===== src/rtl/core/lsom_pkg.sv =====
// Shared constants, types and codes of the layer stack order manager.
// Used by the controller, the datapath, the top level and the checker.
`timescale 1ns / 1ps
`default_nettype none

package lsom_pkg;

    localparam int LAYER_COUNT = 256;
    // A layer id is 8 bits wide, so at most 256 layers exist.
    localparam int POOL_SIZE   = (LAYER_COUNT < 256) ? LAYER_COUNT : 256;
    localparam int POOL_AW     = $clog2(POOL_SIZE);
    localparam int CNT_W       = POOL_AW + 1;

    localparam int ID_W     = 8;
    localparam int REQ_W    = 10;
    localparam int HGT_W    = 9;
    localparam int STATUS_W = 2;
    localparam int EXT_W    = 11;

    typedef logic signed [HGT_W-1:0] hgt_t;
    typedef logic [POOL_AW-1:0]      addr_t;

    localparam hgt_t HGT_HIDDEN = '1;

    localparam logic CMD_ALLOC      = 1'b0;
    localparam logic CMD_SET_HEIGHT = 1'b1;

    localparam logic [STATUS_W-1:0] STATUS_OK        = 2'd0;
    localparam logic [STATUS_W-1:0] STATUS_NO_FREE   = 2'd1;
    localparam logic [STATUS_W-1:0] STATUS_NOT_ALLOC = 2'd2;

    // Controller to datapath: one strobe per controller step, none for the result wait.
    typedef struct packed {
        logic capture;
        logic decode;
        logic plan;
        logic setup;
        logic step_rd;
        logic step_wr;
        logic finish;
    } lsom_cmd_t;

    // Datapath to controller.
    typedef struct packed {
        logic alloc;
        logic not_alloc;
        logic same_height;
        logic cnt_zero;
        logic last_step;
    } lsom_sts_t;

endpackage

`default_nettype wire


===== src/rtl/core/lsom_ctrl.sv =====
// Command sequencer of the layer stack order manager.
// Depends on lsom_pkg for the command and status structs.
`timescale 1ns / 1ps
`default_nettype none

module lsom_ctrl (
    input  wire logic              aclk,
    input  wire logic              aresetn,
    input  wire logic              s_valid,
    output logic                   s_ready,
    output logic                   m_valid,
    input  wire logic              m_ready,
    input  wire lsom_pkg::lsom_sts_t sts,
    output lsom_pkg::lsom_cmd_t    cmd
);

    typedef enum logic [2:0] {
        ST_IDLE,
        ST_DECODE,
        ST_PLAN,
        ST_SETUP,
        ST_STEP_RD,
        ST_STEP_WR,
        ST_FINISH,
        ST_RESULT
    } state_t;

    state_t state_reg, state_next;
    logic   s_ready_reg, s_ready_next;
    logic   m_valid_reg, m_valid_next;

    always_comb begin
        state_next   = state_reg;
        s_ready_next = s_ready_reg;
        m_valid_next = m_valid_reg;
        unique case (state_reg)
            ST_IDLE: begin
                if (s_valid && s_ready_reg) begin
                    state_next   = ST_DECODE;
                    s_ready_next = 1'b0;
                end else begin
                    // open the input once reset has been released
                    s_ready_next = 1'b1;
                end
            end
            ST_DECODE: begin
                if (sts.alloc || sts.not_alloc) begin
                    state_next   = ST_RESULT;
                    m_valid_next = 1'b1;
                end else begin
                    state_next = ST_PLAN;
                end
            end
            ST_PLAN: begin
                state_next = ST_SETUP;
            end
            ST_SETUP: begin
                priority if (sts.same_height) begin
                    state_next   = ST_RESULT;
                    m_valid_next = 1'b1;
                end else if (sts.cnt_zero) begin
                    state_next = ST_FINISH;
                end else begin
                    state_next = ST_STEP_RD;
                end
            end
            ST_STEP_RD: begin
                state_next = ST_STEP_WR;
            end
            ST_STEP_WR: begin
                state_next = sts.last_step ? ST_FINISH : ST_STEP_RD;
            end
            ST_FINISH: begin
                state_next   = ST_RESULT;
                m_valid_next = 1'b1;
            end
            ST_RESULT: begin
                if (m_ready) begin
                    state_next   = ST_IDLE;
                    m_valid_next = 1'b0;
                    s_ready_next = 1'b1;
                end
            end
            default: begin
                state_next = ST_IDLE;
            end
        endcase
    end

    always_ff @(posedge aclk) begin
        if (!aresetn) begin
            state_reg   <= ST_IDLE;
            s_ready_reg <= 1'b0;
            m_valid_reg <= 1'b0;
        end else begin
            state_reg   <= state_next;
            s_ready_reg <= s_ready_next;
            m_valid_reg <= m_valid_next;
        end
    end

    always_comb begin
        cmd         = '0;
        cmd.capture = (state_reg == ST_IDLE) && s_valid && s_ready_reg;
        cmd.decode  = (state_reg == ST_DECODE);
        cmd.plan    = (state_reg == ST_PLAN);
        cmd.setup   = (state_reg == ST_SETUP);
        cmd.step_rd = (state_reg == ST_STEP_RD);
        cmd.step_wr = (state_reg == ST_STEP_WR);
        cmd.finish  = (state_reg == ST_FINISH);
    end

    assign s_ready = s_ready_reg;
    assign m_valid = m_valid_reg;

endmodule

`default_nettype wire


===== config.mk =====
export PLATFORM = sky130hd
export DESIGN_NAME = lsom_ctrl
export DESIGN_NICKNAME = d
export VERILOG_FILES = /design/src/rtl/core/lsom_pkg.sv /design/src/rtl/core/lsom_ctrl.sv
export SDC_FILE = /design/constraint.sdc
export NUM_CORES = 1
export LEC_CHECK = 0
export ABC_CLOCK_PERIOD_IN_PS = 1400
export BUFFER_PORTS_ARGS = -buffer_cell sky130_fd_sc_hd__buf_2
export CAP_MARGIN = 20
export CORE_AREA = 5 5 42 44
export DETAILED_ROUTE_END_ITERATION = 10
export DIE_AREA = 0 0 47 49
export GPL_TIMING_DRIVEN = 1
export PLACE_DENSITY = 0.6
export SLEW_MARGIN = 20
export SYNTH_ARGS = -nofsm -noshare
export SYNTH_HDL_FRONTEND = slang
export SYNTH_SLANG_ARGS = --single-unit
export TNS_END_PERCENT = 5

===== constraint.sdc =====
create_clock -name aclk -period 1.4 [get_ports aclk]
set_clock_uncertainty 0.15 [all_clocks]
set_input_delay 0.14 -clock aclk [delete_from_list [all_inputs] [get_ports aclk]]
set_output_delay 0.14 -clock aclk [all_outputs]
set_load 0.02 [all_outputs]

==> results.toml <==
[run_status]
outcome = "complete, but fails checks"
violations = "setup timing"

[floorplanning]
core_um2 = 1401
die-area_um2 = 2303
ioPinCount = 18
die_h_um = 49
die_w_um = 47
row_count = 14
start_util_pct = 24.29

[finish]
stdcell_area_um2 = 571.8
syn2layout_area_growth_pct = 68.01
largest_reg_flops = 3
drive_gt1_share_pct = 51.35
n_fill_cell = 157
instances_no_fill = 90
postLayoutCoreUtil_pct = 40.80
multi_input_area_um2 = 226.5
regArea_um2 = 106.4
diodes = 0
final_nets = 84

[sta]
rsz0062_at_grt = "true"
finalCritPeriodShare_pct = 108.7
worst_slew_pin_slew_ps = 198.9
min_period_ps = 1522
fmax_mhz = 656.8
layout_setup_ws_ps = -122.5
slew_viol_final = 0
setup_viol = 2
holdWs_ps = 32.32
relSlewSlack_pct = 86.73
hold_viol_final = 0
tns_ps = -149.9

[min_path]
hold_path.class = "in2reg"
holdCritStartpoint = "aresetn"
hold_end = "state_reg[2]$_SDFFE_PN0P_"
hold_depth = 3

[place]
placed_cells = 86
dp_slack_ps = 45.36
gp_congestion = 0.7690
dpl-instance-area_um2 = 495.5
dp_hpwl_um = 851.9
port_buffers = 17

[synthesis]
syn-num-nets = 56
synth_area_um2 = 340.3
synth.top_cells.by_count = "6 x nand2_1, 6 x nor2_1, 5 x dfxtp_1, 5 x inv_1"
synthAdderAreaFrac_pct = 0
synth_seq_cells = 5
synth_cell_types = 19
synth_top_family_by_area = "compound AO/OA/AOI/OAI gates"
netlist_instances = 47
synthFlopType = "dfxtp_1"
avgSynthCellArea_um2 = 7.241
synth-seq-area-share_pct = 29.41
synth_simple_gate_area_share_pct = 28.31
synth_mux_area_share_pct = 0
synth_xor_area_share_pct = 0
synth_top_area_share_pct = 29.41
synth_edf_count = 0
synth_top_area_cell = "dfxtp_1"
synth_compound_area_share_pct = 30.88
yosysWarningCount = 0
synthArstFlopShare_pct = 0
yosys-top-cells-area = "dfxtp_1 29%, or3_1 7.4%, nand2_1 6.6%"

[clocking]
cts.path.max_buffers = 2
cts_sinks = 5
holdBufCountCts = 0
insertion_delay_ps = 240
clk_pin_slew_worst_paths_ps = 50
cts_buffers = 3
root_buffer = "clkbuf_4"
h-tree-depth = 1
cts_tree = "built"

[power]
leakagePower_nw = 0.2686
power.total_mw = 0.9009
peakVddDrop_v = 0.0006559
p_per_area_nw_per_um2 = 1576

[critical_path]
crit_path_max_fanout = 6
crit_path_end_kind = "output pin"
worstPathArrival_ps = 1230
cp.required_ps = 1110
start_kind = "flip-flop"
rr_worst_depth = 3
cp_slowest_cell = "or3_4"
r2r_slack_ps = 50
crit_type = "reg2out"
max_stage_delay_ps = 420
r2r_end = "state_reg[0]$_SDFFE_PN0P_"
critical_path.cell_chain = "or3_4 > nor2_4 > buf_6"
reg2reg_from = "state_reg[1]$_SDFFE_PN0P_"

[global_route]
grt_overflow = 0
grt_pass1_vias = 427
grt_pass1_wl_mm = 1.890
grtUsageTotal_pct = 11.68
antenna_found_initial = 0
grt_max_degree = 7

[job]
maxCapViolations = 0

[drt]
dr.pass1.iters = 4
vias = 436
vias_per_cell = 4.844
drtIter0Drc = 10
drc = 0
drtAntennaViolNets = 0
wire_per_inst_um = 13.13
wl_mm = 1.182
## report_power, final
group          internal (mW)  switching [mW]
logic                  0.230           0.260
clock network          0.108          0.0635
registers              0.192          0.0475
## cells by family after synthesis
group	count (synthesis)
simple gates	21
compound gates	13
buf+inv	8
flops	5
## worst max-delay path by stage
stage / end / depth (start not counted) / startpoint
4_1_cts: cmd[6] / 3 / state_reg[1]$_SDFFE_PN0P_
5_1_grt: cmd[6] / 3 / state_reg[2]$_SDFFE_PN0P_
2_1_floorplan: cmd[5] / 3 / state_reg[0]$_SDFFE_PN0P_
3_5_place_dp: state_reg[0]$_SDFFE_PN0P_ / 3 / state_reg[1]$_SDFFE_PN0P_
3_3_place_gp: state_reg[1]$_SDFFE_PN0P_ / 3 / state_reg[2]$_SDFFE_PN0P_
6_report: cmd[6] / 3 / state_reg[1]$_SDFFE_PN0P_
## critical path, delay by kind of cell (launching register included)
family | cells | cell delay, ps
DFF | 1 | 340
buffers and inverters | 1 | 120
and+or+nand+nor | 2 | 530
## cell type report
class	instances	area share, %
clock buffer	4	4.595
inverter	5	3.282
multi-input combinational	34	39.61
sequential	5	18.60
tap	16	3.501
timing repair buffer	26	30.42
## placed cells by master (no fill, tap or decap), types with 2 or more instances in the layout
| cell type | n |
|---|---|
| nor2_4 | 2 |
| buf_6 | 3 |
| inv_1 | 5 |
| or3_1 | 3 |
| a21oi_1 | 3 |
| buf_4 | 10 |
| clkbuf_4 | 3 |
| nor3_1 | 3 |
| o21ai_0 | 2 |
| nand2_1 | 6 |
| dfxtp_2 | 2 |
| dfxtp_1 | 2 |
| buf_2 | 13 |
| nor2_1 | 4 |
## what timing repair did
| action | in CTS | in global routing |
|---|---|---|
| resized for setup | 14 | 2 |
| endpoints found under the setup margin | 7 | 7 |
| pin swaps | 2 | 0 |
| setup buffers | 0 | 0 |
## routing by layer
metal  share of wire [%]  global-route usage [%]
met1                  44                   15.13
met2                  48                   16.52
met3                 6.3                   4.428
met4                0.85                   5.530
met5                   0                       0
Power figures use the tool's default switching activity.
